[config.mk]
export PLATFORM = sky130hd
export DESIGN_NAME = tcw_ctrl
export DESIGN_NICKNAME = d
export VERILOG_FILES = /design/src/rtl/core/tcw_pkg.sv /design/src/rtl/core/tcw_ctrl.sv
export VERILOG_INCLUDE_DIRS = /design/src /design/src/rtl/core
export SDC_FILE = /design/constraint.sdc
export NUM_CORES = 1
export LEC_CHECK = 0
export BUFFER_PORTS_ARGS = -buffer_cell sky130_fd_sc_hd__buf_2
export CAP_MARGIN = 15
export CORE_MARGIN = 2
export CORE_UTILIZATION = 45
export DETAILED_ROUTE_END_ITERATION = 12
export PLACE_DENSITY = 0.66
export SLEW_MARGIN = 20
export SYNTH_ARGS = -nofsm -noshare
export SYNTH_HDL_FRONTEND = slang
export SYNTH_SLANG_ARGS = --single-unit
[constraint.sdc]
create_clock -name aclk -period 4.35 [get_ports aclk]
set_clock_uncertainty 0.1 [all_clocks]
set_input_delay 0.435 -clock aclk [delete_from_list [all_inputs] [get_ports aclk]]
set_output_delay 0.435 -clock aclk [all_outputs]
set_load 0.01 [all_outputs]
[src/rtl/core/assert_macros.svh]
// Assertion macros for the text console writer RTL.
`ifndef ASSERT_MACROS_SVH
`define ASSERT_MACROS_SVH

// Property that must hold at every clock edge outside reset.
`define TCW_ASSERT(lbl, clk, rstn, prop, msg) \
    lbl: assert property (@(posedge clk) disable iff (!(rstn)) (prop)) \
        else $error(msg);

// Property whose consequent must hold in the cycle after the antecedent.
`define TCW_ASSERT_NEXT(lbl, clk, rstn, ante, cons, msg) \
    lbl: assert property (@(posedge clk) disable iff (!(rstn)) (ante) |=> (cons)) \
        else $error(msg);

`endif

[src/rtl/core/tcw_pkg.sv]
// Shared types and constants for the text console writer.
package tcw_pkg;

    // Field widths of the stream beats.
    localparam int REQ_W     = 2;
    localparam int CHAR_W    = 8;
    localparam int IDX_W     = 11;
    localparam int DATA_W    = 16;
    localparam int POS_OUT_W = 11;
    localparam int COLOR_W   = 8;
    localparam int S_TDATA_W = 24;
    localparam int M_TDATA_W = 32;

    // Request codes carried on the input tuser.
    localparam logic [REQ_W-1:0] REQ_PUT   = 2'd0;
    localparam logic [REQ_W-1:0] REQ_READ  = 2'd1;
    localparam logic [REQ_W-1:0] REQ_CLEAR = 2'd2;

    // Special characters and cell values.
    localparam logic [CHAR_W-1:0]  CH_NEWLINE   = 8'h0A;
    localparam logic [CHAR_W-1:0]  CH_BACKSPACE = 8'h08;
    localparam logic [CHAR_W-1:0]  CH_SPACE     = 8'h20;
    localparam logic [DATA_W-1:0]  BLANK_CELL   = 16'h0F20;
    localparam logic [COLOR_W-1:0] COLOR_RESET  = 8'h02;

    // Controller states.
    typedef enum logic [2:0] {
        ST_INIT,
        ST_IDLE,
        ST_SCROLL,
        ST_PUT,
        ST_CLEAR,
        ST_RD,
        ST_FIN
    } state_t;

endpackage

[src/rtl/core/tcw_ctrl.sv]
// Request sequencer: cursor, screen sweeps, put/read handling and result register.
`include "assert_macros.svh"

module tcw_ctrl #(
    parameter  int COLUMNS = 80,
    parameter  int ROWS    = 25,
    localparam int CELLS   = ROWS * COLUMNS,
    localparam int AW      = $clog2(CELLS)
) (
    input  logic                           aclk,
    input  logic                           aresetn,
    input  logic [tcw_pkg::COLOR_W-1:0]    color,
    input  logic                           in_valid,
    output logic                           in_ready,
    input  logic [tcw_pkg::REQ_W-1:0]      in_type,
    input  logic [tcw_pkg::CHAR_W-1:0]     in_char,
    input  logic [tcw_pkg::IDX_W-1:0]      in_index,
    output logic                           out_valid,
    input  logic                           out_ready,
    output logic [tcw_pkg::DATA_W-1:0]     out_data,
    output logic [tcw_pkg::POS_OUT_W-1:0]  out_pos,
    output logic                           mem_we,
    output logic [AW-1:0]                  mem_waddr,
    output logic [tcw_pkg::DATA_W-1:0]     mem_wdata,
    output logic [AW-1:0]                  mem_raddr,
    input  logic [tcw_pkg::DATA_W-1:0]     mem_rdata
);

    localparam int CW  = $clog2(CELLS + 1);
    localparam int RW  = $clog2(ROWS + 1);
    localparam int CLW = $clog2(COLUMNS);
    localparam int IW  = (CW > tcw_pkg::IDX_W) ? CW : tcw_pkg::IDX_W;

    localparam logic [CW-1:0]  CNT_LAST   = CW'(CELLS - 1);
    localparam logic [CW-1:0]  CNT_END    = CW'(CELLS);
    localparam logic [CW-1:0]  COPY_LIMIT = CW'(CELLS - COLUMNS);
    localparam logic [CW-1:0]  COLS_CNT   = CW'(COLUMNS);
    localparam logic [RW-1:0]  ROW_BELOW  = RW'(ROWS);
    localparam logic [RW-1:0]  ROW_LAST   = RW'(ROWS - 1);
    localparam logic [CLW-1:0] COL_LAST   = CLW'(COLUMNS - 1);
    localparam logic [IW-1:0]  IDX_LIMIT  = IW'(CELLS);

    tcw_pkg::state_t state_reg, state_next;

    logic [CW-1:0]  cnt_reg, cnt_next;
    logic [RW-1:0]  row_reg, row_next;
    logic [CLW-1:0] col_reg, col_next;
    logic [CW-1:0]  pos_reg, pos_next;

    logic [tcw_pkg::CHAR_W-1:0]    ch_reg, ch_next;
    logic                          oor_reg, oor_next;
    logic [tcw_pkg::DATA_W-1:0]    data_reg, data_next;
    logic                          m_valid_reg;
    logic [tcw_pkg::DATA_W-1:0]    m_data_reg;
    logic [tcw_pkg::POS_OUT_W-1:0] m_pos_reg;

    logic                       accept;
    logic                       slot_free;
    logic                       push;
    logic [tcw_pkg::DATA_W-1:0] push_data;
    logic [IW-1:0]              idx_ext;
    logic                       idx_in_range;

    // Put datapath outputs.
    logic [tcw_pkg::CHAR_W-1:0] put_char;
    logic                       put_we;
    logic [AW-1:0]              put_addr;
    logic [tcw_pkg::DATA_W-1:0] put_wdata;
    logic [RW-1:0]              put_row;
    logic [CLW-1:0]             put_col;
    logic [CW-1:0]              put_pos;

    assign accept       = (state_reg == tcw_pkg::ST_IDLE) && in_valid;
    assign slot_free    = !m_valid_reg || out_ready;
    assign idx_ext      = IW'(in_index);
    assign idx_in_range = idx_ext < IDX_LIMIT;
    assign put_char     = (state_reg == tcw_pkg::ST_IDLE) ? in_char : ch_reg;

    // Effect of one put request on the cursor and the screen.
    always_comb begin
        put_we    = 1'b0;
        put_addr  = pos_reg[AW-1:0];
        put_wdata = {color, put_char};
        put_row   = row_reg;
        put_col   = col_reg;
        put_pos   = pos_reg;
        if (put_char == tcw_pkg::CH_NEWLINE) begin
            put_col = '0;
            put_row = RW'(row_reg + 1'b1);
            put_pos = CW'(pos_reg - CW'(col_reg) + COLS_CNT);
        end else if (put_char == tcw_pkg::CH_BACKSPACE) begin
            if (col_reg != '0) begin
                put_we    = 1'b1;
                put_addr  = AW'(pos_reg - 1'b1);
                put_wdata = {color, tcw_pkg::CH_SPACE};
                put_col   = CLW'(col_reg - 1'b1);
                put_pos   = CW'(pos_reg - 1'b1);
            end
        end else begin
            put_we  = 1'b1;
            put_pos = CW'(pos_reg + 1'b1);
            if (col_reg == COL_LAST) begin
                put_col = '0;
                put_row = RW'(row_reg + 1'b1);
            end else begin
                put_col = CLW'(col_reg + 1'b1);
            end
        end
    end

    // Next-state logic.
    always_comb begin
        state_next = state_reg;
        unique case (state_reg)
            tcw_pkg::ST_INIT: begin
                if (cnt_reg == CNT_LAST) begin
                    state_next = tcw_pkg::ST_IDLE;
                end
            end
            tcw_pkg::ST_IDLE: begin
                if (in_valid) begin
                    unique case (in_type)
                        tcw_pkg::REQ_PUT: begin
                            state_next = (row_reg == ROW_BELOW) ? tcw_pkg::ST_SCROLL
                                                                : tcw_pkg::ST_FIN;
                        end
                        tcw_pkg::REQ_READ:  state_next = tcw_pkg::ST_RD;
                        tcw_pkg::REQ_CLEAR: state_next = tcw_pkg::ST_CLEAR;
                        default:            state_next = tcw_pkg::ST_FIN;
                    endcase
                end
            end
            tcw_pkg::ST_SCROLL: begin
                if (cnt_reg == CNT_END) begin
                    state_next = tcw_pkg::ST_PUT;
                end
            end
            tcw_pkg::ST_PUT: state_next = tcw_pkg::ST_FIN;
            tcw_pkg::ST_CLEAR: begin
                if (cnt_reg == CNT_LAST) begin
                    state_next = tcw_pkg::ST_FIN;
                end
            end
            tcw_pkg::ST_RD: state_next = slot_free ? tcw_pkg::ST_IDLE : tcw_pkg::ST_FIN;
            tcw_pkg::ST_FIN: begin
                if (slot_free) begin
                    state_next = tcw_pkg::ST_IDLE;
                end
            end
            default: state_next = tcw_pkg::ST_IDLE;
        endcase
    end

    // Outputs and datapath updates per state.
    always_comb begin
        cnt_next  = cnt_reg;
        row_next  = row_reg;
        col_next  = col_reg;
        pos_next  = pos_reg;
        ch_next   = ch_reg;
        oor_next  = oor_reg;
        data_next = data_reg;
        mem_we    = 1'b0;
        mem_waddr = cnt_reg[AW-1:0];
        mem_wdata = tcw_pkg::BLANK_CELL;
        mem_raddr = idx_ext[AW-1:0];
        push      = 1'b0;
        push_data = data_reg;
        in_ready  = 1'b0;
        unique case (state_reg)
            tcw_pkg::ST_INIT, tcw_pkg::ST_CLEAR: begin
                // Blank one cell per cycle.
                mem_we   = 1'b1;
                cnt_next = (cnt_reg == CNT_LAST) ? '0 : CW'(cnt_reg + 1'b1);
            end
            tcw_pkg::ST_IDLE: begin
                in_ready = 1'b1;
                if (accept) begin
                    ch_next   = in_char;
                    oor_next  = !idx_in_range;
                    data_next = '0;
                    cnt_next  = '0;
                    if (in_type == tcw_pkg::REQ_PUT && row_reg != ROW_BELOW) begin
                        mem_we    = put_we;
                        mem_waddr = put_addr;
                        mem_wdata = put_wdata;
                        row_next  = put_row;
                        col_next  = put_col;
                        pos_next  = put_pos;
                    end else if (in_type == tcw_pkg::REQ_CLEAR) begin
                        row_next = '0;
                        col_next = '0;
                        pos_next = '0;
                    end
                end
            end
            tcw_pkg::ST_SCROLL: begin
                // Read the cell one row below, write it one row up in the following cycle; the last row is blanked.
                mem_raddr = AW'(cnt_reg + COLS_CNT);
                if (cnt_reg != '0) begin
                    mem_we    = 1'b1;
                    mem_waddr = AW'(cnt_reg - 1'b1);
                    mem_wdata = (cnt_reg <= COPY_LIMIT) ? mem_rdata : tcw_pkg::BLANK_CELL;
                end
                if (cnt_reg == CNT_END) begin
                    cnt_next = '0;
                    row_next = ROW_LAST;
                    pos_next = CW'(pos_reg - COLS_CNT);
                end else begin
                    cnt_next = CW'(cnt_reg + 1'b1);
                end
            end
            tcw_pkg::ST_PUT: begin
                mem_we    = put_we;
                mem_waddr = put_addr;
                mem_wdata = put_wdata;
                row_next  = put_row;
                col_next  = put_col;
                pos_next  = put_pos;
            end
            tcw_pkg::ST_RD: begin
                push_data = oor_reg ? '0 : mem_rdata;
                data_next = push_data;
                push      = slot_free;
            end
            tcw_pkg::ST_FIN: begin
                push = slot_free;
            end
            default: begin
                in_ready = 1'b0;
            end
        endcase
    end

    // Control registers.
    always_ff @(posedge aclk) begin
        if (!aresetn) begin
            state_reg   <= tcw_pkg::ST_INIT;
            cnt_reg     <= '0;
            row_reg     <= '0;
            col_reg     <= '0;
            pos_reg     <= '0;
            m_valid_reg <= 1'b0;
        end else begin
            state_reg <= state_next;
            cnt_reg   <= cnt_next;
            row_reg   <= row_next;
            col_reg   <= col_next;
            pos_reg   <= pos_next;
            if (push) begin
                m_valid_reg <= 1'b1;
            end else if (out_ready) begin
                m_valid_reg <= 1'b0;
            end
        end
    end

    // Payload registers.
    always_ff @(posedge aclk) begin
        ch_reg   <= ch_next;
        oor_reg  <= oor_next;
        data_reg <= data_next;
        if (push) begin
            m_data_reg <= push_data;
            m_pos_reg  <= tcw_pkg::POS_OUT_W'(pos_reg);
        end
    end

    assign out_valid = m_valid_reg;
    assign out_data  = m_data_reg;
    assign out_pos   = m_pos_reg;

    `TCW_ASSERT(a_pos_matches, aclk, aresetn, pos_reg == CW'(row_reg * COLUMNS + col_reg), "linear cursor out of step with row and column")
    `TCW_ASSERT(a_cursor_range, aclk, aresetn, (col_reg <= COL_LAST) && (row_reg <= ROW_BELOW), "cursor outside the screen")
    `TCW_ASSERT(a_push_slot, aclk, aresetn, !push || slot_free, "result pushed over an untaken beat")
    `TCW_ASSERT_NEXT(a_put_fast, aclk, aresetn, accept && in_type == tcw_pkg::REQ_PUT && row_reg != ROW_BELOW, state_reg == tcw_pkg::ST_FIN, "plain put did not finish in one cycle")

endmodule

==> Word level (Yosys, flattened, before mapping) <==
Cells that the tools add are included.
W data, S select, Z words.
{ "totals": {"register_bits": 90, "input_bits": 49, "word_cells": 136} }
{ "op_classes": {"add_sub_neg": 11, "order_cmp": 2, "n_eq_ne": 22, "n_mux": 68, "n_reduce_logical": 22} }
{ "ops": {"columns": ["operator", "n"], "rows": [
  ["$mux W11", 16],
  ["$mux W16", 7],
  ["$pmux W11 S3", 3],
  ["$mux W7", 7],
  ["$pmux W16 S3", 1],
  ["$mux W5", 7],
  ["$mux W8", 4],
  ["$pmux W16 S2", 1],
  ["$add A11 B1 Y11 const B", 2],
  ["$add A11 B7 Y11 const B", 2],
  ["$eq A11 B11 Y1 const B", 2],
  ["$sub A11 B1 Y11 const B", 2],
  ["$mux W3", 7],
  ["$pmux W3 S7", 1],
  ["$eq A8 B4 Y1 const B", 2],
  ["$pmux W5 S3", 1],
  ["$pmux W7 S2", 1],
  ["$ne A2 B2 Y1 const B", 6],
  ["$le A11 B11 Y1 const B", 1],
  ["$lt A11 B11 Y1 const B", 1],
  ["$reduce_bool A11 Y1", 1],
  ["$sub A11 B7 Y11", 1],
  ["$sub A11 B7 Y11 const B", 1],
  ["$mux W1", 10],
  ["27 further kinds", 38]
]} }

==> Depth between registers and ports, before layout <==
Gate-level depths: netlist of the first run.
{ "logic_depth": {"depth_word": 8, "mapped_depth": 12, "ltp_nobuf": 12} }

==> Worst setup path before layout of the first run <==
OpenSTA, ideal clock, no wires.
{ "synth_path": {"path_kind": "flip-flop to flip-flop", "start": "reg state_reg[2]", "end": "reg data_reg[0] (netlist bit), enable pin", "arrival_ps": 2315, "required_ps": 3839, "path_slack_ps": 1523, "stages_incl_launch_ff": 6, "path_buffers": 3, "cell_sequence": "dfxtp_1 buf_2 or3b_1 buf_6 buf_2 o21ai_0"} }
{ "synth_via": {"elab_chain_cells": 4, "word_cells_on_any_way": 6, "cone_classes": "eq/ne: 3; reduce/logical: 3"} }
{ "synth_rtl": {"columns": ["element", "line", "rtl"], "rows": [
  ["start, declared", "tcw_ctrl.sv:43", "tcw_pkg::state_t state_reg, state_next;"],
  ["start signal, assigned", "tcw_ctrl.sv:238", "state_reg <= tcw_pkg::ST_INIT;"],
  ["start signal, assigned", "tcw_ctrl.sv:245", "state_reg <= state_next;"],
  ["$eq A3 B1 Y1", "tcw_ctrl.sv:73, tcw_ctrl.sv:170", null],
  ["$logic_and A1 B1 Y1", "tcw_ctrl.sv:73", "assign accept = (state_reg == tcw_pkg::ST_IDLE) && in_valid;"],
  ["$ne A2 B2 Y1 (no source line)", null, null],
  ["$reduce_and A2 Y1 (no source line) (*)", null, null],
  ["end signal, assigned", "tcw_ctrl.sv:262", "data_reg <= data_next;"],
  ["end, declared", "tcw_ctrl.sv:52", "logic [tcw_pkg::DATA_W-1:0] data_reg, data_next;"]
]} }
Every way passes the cells marked *; elsewhere a longest branch is shown, timed or not.
A chain may end at the register's enable or synchronous reset.

==> Final worst setup path of the first run <==
{ "layout_path": {"start": "reg state_reg[2]", "end": "out mem_wdata[4] (netlist bit)"} }
{ "layout_via": {"elab_chain_cells": 8, "word_cells_on_any_way": 13, "cone_classes": "eq/ne: 5; mux: 7; reduce/logical: 1"} }
{ "layout_rtl": {"columns": ["element", "line", "rtl"], "rows": [
  ["$eq A3 B1 Y1", "tcw_ctrl.sv:73, tcw_ctrl.sv:77, tcw_ctrl.sv:170", null],
  ["$mux W8", "tcw_ctrl.sv:77", "assign put_char = (state_reg == tcw_pkg::ST_IDLE) ? in_char : ch_reg;"],
  ["$eq A8 B4 Y1 or $mux W8 (tied branches)", "tcw_ctrl.sv:91, tcw_ctrl.sv:92", null],
  ["$mux W8", "tcw_ctrl.sv:91", "end else if (put_char == tcw_pkg::CH_BACKSPACE) begin"],
  ["$mux W8", "tcw_ctrl.sv:87", "if (put_char == tcw_pkg::CH_NEWLINE) begin"],
  ["$mux W16", "tcw_ctrl.sv:183", "if (in_type == tcw_pkg::REQ_PUT && row_reg != ROW_BELOW) begin"],
  ["$mux W16", "tcw_ctrl.sv:178", "if (accept) begin"],
  ["$pmux W16 S3 (*)", "tcw_ctrl.sv:170", "unique case (state_reg)"],
  ["end, declared", "tcw_ctrl.sv:24", "output logic [tcw_pkg::DATA_W-1:0] mem_wdata,"]
]} }
Marks and branches as above.

==> results of run 1 <==
## metal layers
layer	global-route usage	part of all wire	vias up
li1	-	-	3057
met1	0.369	0.46	2998
met2	0.375	0.43	290
met3	0.0510	0.081	37
met4	0.0976	0.027	0
met5	0	0	-
## cell families after synthesis
group / count (synthesis) / share of synthesized area
XOR/XNOR: 35 / 0.0459
adder cells (fa/ha/maj): 43 / 0.0814
AO/OA/AOI/OAI: 237 / 0.243
AND/OR/NAND/NOR: 272 / 0.212
buffers and inverters: 82 / 0.0525
multiplexers: 11 / 0.0169
flip-flops: 90 / 0.348
## critical path, cell delays in order (launching register included)
cell	delay (ns)
dfxtp_1	0.63
or3b_1	0.34
clkinv_8	0.10
and4_1	0.27
nor2_1	0.67
o21ai_0	0.40
o21ai_0	0.25
buf_2	0.16
## Yosys cell counts (15+ instances only)
master	number	area, um^2
nand2_1	74	278
o21ai_0	62	310
nor2_1	56	210
edfxtp_1	52	1560
a21oi_1	41	205
ha_1	41	513
dfxtp_1	38	761
inv_1	36	135
clkbuf_1	31	116
nand3_1	28	140
xnor2_1	23	201
a21o_1	20	150
and2_1	20	125
nor3_1	15	75.1
## through the flow
stage	hold slack [ns]	total power, mW	cells	worst slack, ns	utilization
6_report	0.175	1.84	1059	0.624	0.531
5_1_grt	0.178	1.89	1059	0.348	0.531
4_1_cts	0.174	1.84	1059	0.608	0.531
3_5_place_dp	0.385	1.03	1043	1.00	0.510
3_3_place_gp	0.386	1.03	1043	1.12	0.510
2_1_floorplan	0.306	0.973	770	1.52	-
## worst max-delay path by stage
stage	end	slack [ns]
3_3_place_gp	mem_wdata[3]	1.12
5_1_grt	mem_wdata[7]	0.35
6_report	mem_wdata[4]	0.62
4_1_cts	mem_wdata[4]	0.61
2_1_floorplan	data_reg[0]$_SDFFCE_PN0P_	1.52
3_5_place_dp	mem_wdata[4]	1.00
## power groups by stage
stage | clock network [mW] | registers [mW] | logic, mW
after floorplan | 0 | 0.915 | 0.0576
after global placement | 0 | 0.918 | 0.111
after detailed placement | 0 | 0.918 | 0.110
after CTS | 0.832 | 0.899 | 0.111
after global routing | 0.870 | 0.899 | 0.122
final | 0.824 | 0.900 | 0.112
## cell type report
type	count	area (um^2)
multi-input combinational	598	4000
sequential	90	2320
clock inverter	6	63.8
clock buffer	10	239
inverter	39	159
timing repair buffer	132	701
fill	1360	6820
tap	184	230
## cell usage in the layout, fill, tap and decap left out, types with 7 or more instances in the layout
cell       synthesis  layout
nand4_1           10      10
o21ai_0           62      61
and3_1            12      12
a21o_1            20      20
a31oi_1           12      12
and2_1            20      20
xnor2_1           23      23
edfxtp_1          52      52
nand3_1           28      28
o31ai_1            8       8
clkbuf_16          0       9
mux2i_1            9       9
buf_2              9     116
o221ai_1           7       7
nand2_1           74      74
inv_1             36      36
nand2b_1           7       7
o21a_1             8       8
nor4_1             7       7
a21oi_1           41      41
dfxtp_1           38      38
nor3_1            15      15
nor2_1            56      56
ha_1              41      41
xor2_1            12      12
buf_4              1      16
==> key figures, run 1 <==
Outcome
  – Outcome: finished clean

Yosys
  – Synth async-reset ratio: 0
  – Top_reg_cell synth: edfxtp_1
  – Synth Cell Area: 0.00667 mm^2
  – Sequential-to-total area share from yosys stat: 0.348
  – Count of mapped cells out of synthesis: 770
  – Number of warning messages in the yosys log: 0
  – Number of storage elements in the synthesis netlist: 90
  – Post-Syn Area per Cell: 8.67 um^2
  – Count of flip-flops with a built-in enable after synthesis: 52
  – Nets in the synthesized netlist: 861
  – Number of unique standard cell types used by synthesis: 85

Pwr
  – Power density cells: 238 mW/mm^2
  – LEAKAGE: 3.08 nW
  – Maximum vdd ir drop: 0.000195 V
  – Switching component of the power: 0.436 mW
  – Fraction of power spent switching nets: 0.237
  – Sequential Power Share: 0.490
  – Power share of the combinational group: 0.061
  – Clock power frac: 0.449
  – Internal: 1.40 mW

Clock network
  – CTS clk-pin slew, worst paths: 0.07 ns
  – Clock tree from TritonCTS: done
  – H-tree levels: 3
  – Number of hold-repair buffers added at the cts stage: 0
  – Number of setup buffers added after CTS: 0
  – Number of clock buffers inserted by TritonCTS: 9
  – Insertion delay of the later-clocked pin in the worst-skew pair: 0.37 ns
  – Post-CTS resize count: 0
  – CTS Root Cell: clkbuf_16
  – Count of clock tree sinks: 90
  – CTS Buffer Depth: 2

Die
  – Width of the die: 126 um
  – Overall die height: 126 um
  – Core Box Area: 0.0145 mm^2
  – Die area: 0.0158 mm^2
  – I/O pin count: roughly 120
  – Initial Util: 0.459
  – Standard-cell row count: 44

STA
  – Number of pins with negative max-slew slack in the final report: 0
  – Worst slew margin: 0.277
  – Highest achievable clock rate: 268 MHz
  – Unrepaired setup endpoints after global routing: false
  – Setup violations, final: 0
  – Slew at the pin with the worst max-slew slack: 1.08 ns
  – Final Hold Fails: 0
  – Time the worst path needs with I/O delays and setup: 3.73 ns
  – Period utilisation layout: 0.856
  – Setup Total Neg Slack: 0 ns

Worst setup path
  – FF-to-FF setup slack: roughly 1.3 ns
  – R2r endpoint: pos_reg[9]$_SDFFE_PN0P_
  – Worst r2r src: col_reg[1]$_SDFFE_PN0P_
  – Critical Setup Path Class: flop to output port
  – Kind of launch point of the worst setup path: flop
  – Register-to-Register Path Depth: 11
  – Arrival time of data at the critical path endpoint: 3.19 ns
  – Maximum net fanout on the critical path: 17
  – Worst Path Required: 3.82 ns
  – First element of the critical path: state_reg[2]$_SDFFE_PN0P_
  – Endpoint class of the critical path: output port

Final layout
  – Layout overhead on the synthesized area: 15.6%
  – Nets: 961
  – Fraction of final layout cells sized beyond drive strength 1: 0.190
  – Antenna Diode Count: 0
  – Post-route cell area: 0.00772 mm^2

Routing
  – Post-route DRC violation count: 0
  – Final wirelength: 20100 um
  – Remaining number of nets flagged by the antenna check after routing: 0
  – Per-cell via count in the routed design: 6.03
  – Count of TritonRoute iterations in the first routing pass: 5
  – DR WL/cell: 19.0 um
  – Initial detailed-routing violation count: approximately 600
  – Overall via count from detail_route: 6382

Global routing
  – Initial antenna violation count: 0
  – Vias in the first global route: 5872
  – Largest net degree at the start of global routing: 21
  – First-pass GRT wire length: 31700 um
  – Remaining global-route overflow: 0
  – Overall global routing resource usage: 0.255

Hold path
  – Type of the tightest min-delay check: input port to flop
  – Min-Delay Path Depth: 1
  – Beginning of the worst hold path: in_char[4]
  – Hold endpoint: ch_reg[4]$_DFFE_PP_

Placement
  – Dpl cell area: roughly 0.0074 mm^2
  – Port-buffer cells: 116
  – Routability Congestion: 0.959
  – Half-perimeter wire length after detailed placement: 15100 um

Job
  – Max-Cap Viols: 0
Note: power is estimated with default switching activity, not from simulation.
==> inputs of run 2 (changes only) <==
--- a/config.mk
+++ b/config.mk
@@ -12,6 +12,7 @@
 export CORE_UTILIZATION = 45
 export DETAILED_ROUTE_END_ITERATION = 12
 export PLACE_DENSITY = 0.66
+export REMOVE_ABC_BUFFERS = 1
 export SLEW_MARGIN = 20
 export SYNTH_ARGS = -nofsm -noshare
 export SYNTH_HDL_FRONTEND = slang
==> constraint.sdc (replaced) <==
create_clock -name aclk -period 4.35 [get_ports aclk]
set_clock_uncertainty 0.1 [all_clocks]
set_input_delay 0.435 -clock aclk [delete_from_list [all_inputs] [get_ports aclk]]
set_output_delay 0.435 -clock aclk [all_outputs]
set_load 0.02 [all_outputs]
==> key figures, run 2 (same netlist as run 1, synthesis figures left out) <==
STA
  – Setup Total Neg Slack: 0 ns
  – Min Hold Slack: 0.207 ns
  – Worst slew margin: 0.415
  – Worst-case setup margin in the final layout: 0.419 ns
  – Number of pins with negative max-slew slack in the final report: 0
  – Setup violations, final: 0
  – Unrepaired setup endpoints after global routing: false
  – Period utilisation layout: 0.904
  – Final Hold Fails: 0
  – Slew at the pin with the worst max-slew slack: 0.874 ns
  – Highest achievable clock rate: between 200 and 300 MHz
  – Time the worst path needs with I/O delays and setup: 3.93 ns

Routing
  – Count of TritonRoute iterations in the first routing pass: 6
  – Overall via count from detail_route: 6515
  – Final wirelength: 21000 um
  – Initial detailed-routing violation count: 748
  – Remaining number of nets flagged by the antenna check after routing: 0
  – DR WL/cell: around 20 um
  – Per-cell via count in the routed design: 6.14
  – Post-route DRC violation count: 0

Pwr
  – Maximum vdd ir drop: between 0.00015 and 0.0002 V
  – Power density cells: 237 mW/mm^2
  – LEAKAGE: ~3.1 nW

Worst setup path
  – Endpoint class of the critical path: output port
  – Critical Setup Path Class: flop to output port
  – Delay of the slowest critical-path stage: ~0.72 ns
  – FF-to-FF setup slack: 1.03 ns
  – Cell with the largest stage delay on the worst path: or3b_1
  – Kind of launch point of the worst setup path: flop
  – Worst Path Required: 3.82 ns
  – Arrival time of data at the critical path endpoint: 3.40 ns
  – List of cells traversed by the critical path: or3b_1, clkinv_8, nor4_4, nor2_1, buf_4, nor3_2, xnor2_1, o21ai_1, buf_2
  – Maximum net fanout on the critical path: 15

Hold path
  – Type of the tightest min-delay check: input port to flop

Clock network
  – Clock tree from TritonCTS: done
  – Number of setup buffers added after CTS: 0
  – Post-CTS resize count: 0
  – CTS Root Cell: clkbuf_16
  – CTS Buffer Depth: 2
  – Insertion delay of the later-clocked pin in the worst-skew pair: roughly 0.35 ns
  – Number of hold-repair buffers added at the cts stage: 0
  – Count of clock tree sinks: 90
  – Number of clock buffers inserted by TritonCTS: 9
  – H-tree levels: 3
  – CTS clk-pin slew, worst paths: 0.07 ns

Job
  – Max-Cap Viols: 0

Placement
  – Worst setup slack before clock tree synthesis: 0.895 ns
  – Half-perimeter wire length after detailed placement: 15700 um
  – Port-buffer cells: 116
  – Routability Congestion: 0.945

Die
  – Width of the die: between 100 and 150 um
  – Initial Util: 0.459
  – Die area: about 0.016 mm^2
  – Overall die height: 126 um
  – Core Box Area: 0.0145 mm^2
  – I/O pin count: 117
  – Standard-cell row count: 44

Final layout
  – Commonest cells after routing, fill and taps aside: buf_2, nand2_1, o21ai_0, nor2_1, edfxtp_1
  – Antenna Diode Count: 0
  – Nets: 963
  – Leading cell type in the layout, fill and taps excluded: buf_2
  – Fraction of final layout cells sized beyond drive strength 1: 0.193
  – Layout overhead on the synthesized area: 15.8%

Global routing
  – Initial antenna violation count: 0
  – Remaining global-route overflow: 0
  – Overall global routing resource usage: 0.261
  – Largest net degree at the start of global routing: 29
  – Vias in the first global route: just under 6000
  – First-pass GRT wire length: 32900 um

Outcome
  – Outcome: finished clean
run 2: cell types whose count changed in the layout (fill, tap and decap cells not counted), sizes merged:
cell / previous run / this run
clkinv: 5 / 7
clkinvlp: 1 / 0
clkbuf: 10 / 9
buf: 132 / 134
run 2: area by class of cell:
cell class	count	area, um^2
fillers	1429	6800
multi-input cells	598	4000
flip-flops and latches	90	2320
repair buffers	134	716
well taps	184	230
clock buffers	9	225
inverters	39	159
clock inverters	7	77.6
run 2: final timing paths:
check | start | to | cells past startpoint
max | state_reg[1]$_SDFFE_PN0P_ | mem_waddr[4] | 9
min | in_char[0] | ch_reg[0]$_DFFE_PP_ | 1
max reg2reg | state_reg[1]$_SDFFE_PN0P_ | pos_reg[3]$_SDFFE_PN0P_ | 7
min reg2reg | row_reg[4]$_SDFFE_PN0P_ | row_reg[4]$_SDFFE_PN0P_ | 1
run 2: metrics by stage:
step | util | total power, mW | instance area, um^2 | std cells
floorplan | - | 0.977 | 6480 | 727
global placement | 0.511 | 1.04 | 7430 | 1045
detailed placement | 0.511 | 1.04 | 7430 | 1045
CTS | 0.532 | 1.84 | 7730 | 1061
global route | 0.532 | 1.89 | 7730 | 1061
finish | 0.532 | 1.83 | 7730 | 1061
run 2: where the power goes:
group / switching (mW) / internal (mW)
Combinational: 0.0774 / 0.0438
Sequential: 0.00568 / 0.894
Clock: 0.360 / 0.452
run 2: critical path: cells and delay by family (launching register included):
kind            cells  cell delay, ns
compound gates      1            0.17
xor+xnor            1            0.09
flops               1            0.61
buf+inv             3            0.58
simple gates        4            1.60
run 2: metal layers:
layer	vias to the layer above	global-route usage	share of wire
met1	3099	0.373	0.45
met5	-	0	0
met2	310	0.408	0.44
li1	3068	-	-
met4	0	0.0931	0.026
met3	38	0.0357	0.081
==> inputs of run 3 (changes only) <==
--- a/config.mk
+++ b/config.mk
@@ -6,12 +6,13 @@
 export SDC_FILE = /design/constraint.sdc
 export NUM_CORES = 1
 export LEC_CHECK = 0
-export BUFFER_PORTS_ARGS = -buffer_cell sky130_fd_sc_hd__buf_2
 export CAP_MARGIN = 15
 export CORE_MARGIN = 2
 export CORE_UTILIZATION = 45
+export CTS_CLUSTER_SIZE = 20
 export DETAILED_ROUTE_END_ITERATION = 12
-export PLACE_DENSITY = 0.66
+export DONT_BUFFER_PORTS = 1
+export RECOVER_POWER = 50
 export REMOVE_ABC_BUFFERS = 1
 export SLEW_MARGIN = 20
 export SYNTH_ARGS = -nofsm -noshare
==> key figures, run 3 (same netlist as run 1, synthesis figures left out) <==
Outcome
  – Outcome: finished, violations left
  – Violated checks: capacitance limit, slew limit

Final layout
  – Commonest cells after routing, fill and taps aside: nand2_1, o21ai_0, nor2_1, edfxtp_1
  – Area occupied by multi-input gates: 0.00400 mm^2
  – Count of filler cells inserted in the layout: approximately 1400
  – Area used by sequential logic in the layout: 0.00232 mm^2
  – Post-Layout Cell Count: roughly 950
  – Leading cell type in the layout, fill and taps excluded: nand2_1
  – Fraction of final layout cells sized beyond drive strength 1: 0.0657
  – Layout overhead on the synthesized area: 6.69%
  – Antenna Diode Count: 0
  – Nets: 847

Routing
  – Final wirelength: about 21000 um
  – DR WL/cell: 22.3 um
  – Initial detailed-routing violation count: approximately 510
  – Overall via count from detail_route: 6046
  – Post-route DRC violation count: 0
  – Per-cell via count in the routed design: 6.40
  – Remaining number of nets flagged by the antenna check after routing: 0
  – Count of TritonRoute iterations in the first routing pass: 5

STA
  – Period utilisation layout: 0.838
  – Setup violations, final: 0
  – Slew at the pin with the worst max-slew slack: 1.58 ns
  – Unrepaired setup endpoints after global routing: false
  – Time the worst path needs with I/O delays and setup: around 3.6 ns
  – Highest achievable clock rate: 274 MHz
  – Setup Total Neg Slack: 0 ns
  – Number of pins with negative max-slew slack in the final report: 26
  – Worst slew margin: -0.0521
  – Final Hold Fails: 0

Clock network
  – CTS Root Cell: clkbuf_16
  – Number of setup buffers added after CTS: 0
  – Count of clock tree sinks: 90
  – Clock tree from TritonCTS: done
  – Number of clock buffers inserted by TritonCTS: 9
  – CTS Buffer Depth: 2
  – Insertion delay of the later-clocked pin in the worst-skew pair: 0.35 ns
  – Post-CTS resize count: 0
  – H-tree levels: 3
  – CTS clk-pin slew, worst paths: 0.07 ns
  – Number of hold-repair buffers added at the cts stage: 0

Die
  – Width of the die: 126 um
  – Die area: 0.0158 mm^2
  – Core Box Area: 0.0145 mm^2
  – Initial Util: 0.459
  – Overall die height: 126 um
  – Standard-cell row count: 44
  – I/O pin count: 117

Worst setup path
  – Critical Setup Path Class: flop to output port
  – Delay of the slowest critical-path stage: 0.65 ns
  – Arrival time of data at the critical path endpoint: 3.11 ns
  – Cell with the largest stage delay on the worst path: dfxtp_1
  – List of cells traversed by the critical path: or3b_1, clkinv_8, nor4_4, nor2_1, buf_4, nor3_2, xnor2_1, o21ai_1
  – Endpoint class of the critical path: output port
  – Kind of launch point of the worst setup path: flop
  – Maximum net fanout on the critical path: 17
  – Worst Path Required: 3.82 ns

Placement
  – Port-buffer cells: 0
  – Number of cells in the design after placement: 929
  – Routability Congestion: about 0.96
  – Half-perimeter wire length after detailed placement: around 16000 um

Pwr
  – Maximum vdd ir drop: 0.000149 V
  – LEAKAGE: 2.56 nW
  – Power density cells: 243 mW/mm^2

Global routing
  – Remaining global-route overflow: 0
  – Initial antenna violation count: 0
  – Vias in the first global route: a little under 6000
  – Largest net degree at the start of global routing: 26
  – Overall global routing resource usage: 0.263
  – First-pass GRT wire length: 32700 um

Job
  – Max-Cap Viols: 1

Hold path
  – Type of the tightest min-delay check: input port to flop
-- run 3: cell types whose count changed in the layout (fill, tap and decap cells not counted), moves of 2 or more --
cell,delta
buf_2,-116
and2_1,-11
buf_4,-2
clkbuf_1,+3
and2_0,+11
clkinvlp_4,+2
-- run 3: area by class of cell --
cell class,instances,share of cell area
Sequential cell,90,0.326
Inverter,39,0.0223
Timing Repair Buffer,18,0.0179
Clock inverter,5,0.00527
Tap cell,184,0.0323
Multi-Input combinational cell,598,0.562
Clock buffer,11,0.0341
-- run 3: per-layer routing --
metal	track usage	routed length, um	up-vias
met5	0	0	-
met4	0.114	682	0
met3	0.0514	1660	42
met2	0.416	9480	290
met1	0.354	9210	2883
li1	-	-	2831
-- run 3: worst paths after layout --
check | endpoint | cells past startpoint | slack (ns) | from
max | mem_waddr[4] | 8 | 0.70 | state_reg[2]$_SDFFE_PN0P_
max reg2reg | pos_reg[9]$_SDFFE_PN0P_ | 10 | 1.24 | pos_reg[4]$_SDFFE_PN0P_
min reg2reg | row_reg[4]$_SDFFE_PN0P_ | 1 | 0.40 | row_reg[4]$_SDFFE_PN0P_
min | ch_reg[5]$_DFFE_PP_ | 0 | 0.08 | in_char[5]
-- run 3: critical path: cells and delay by family, from the launching register on --
kind,cells,cell delay (ns)
xor+xnor,1,0.12
buf+inv,2,0.36
flops,1,0.65
simple gates,4,1.23
compound gates,1,0.39
-- run 3: report_power, final --
part	switching, mW	leakage [nW]	internal (mW)
registers	0.00548	0.776	0.894
logic	0.0566	1.65	0.0239
clock network	0.346	0.132	0.405
-- run 3: per-stage QoR --
step | hold slack, ns | cell area [um^2] | setup slack (ns) | util | power (mW)
floorplan | 0.359 | 6480 | 1.00 | - | 0.977
detailed placement | 0.388 | 6850 | 1.03 | 0.471 | 0.997
CTS | 0.0652 | 7130 | 0.643 | 0.490 | 1.75
finish | 0.0755 | 7120 | 0.705 | 0.490 | 1.73
global placement | 0.376 | 6850 | 1.18 | 0.471 | 0.996
global route | 0.0671 | 7120 | 0.422 | 0.490 | 1.78
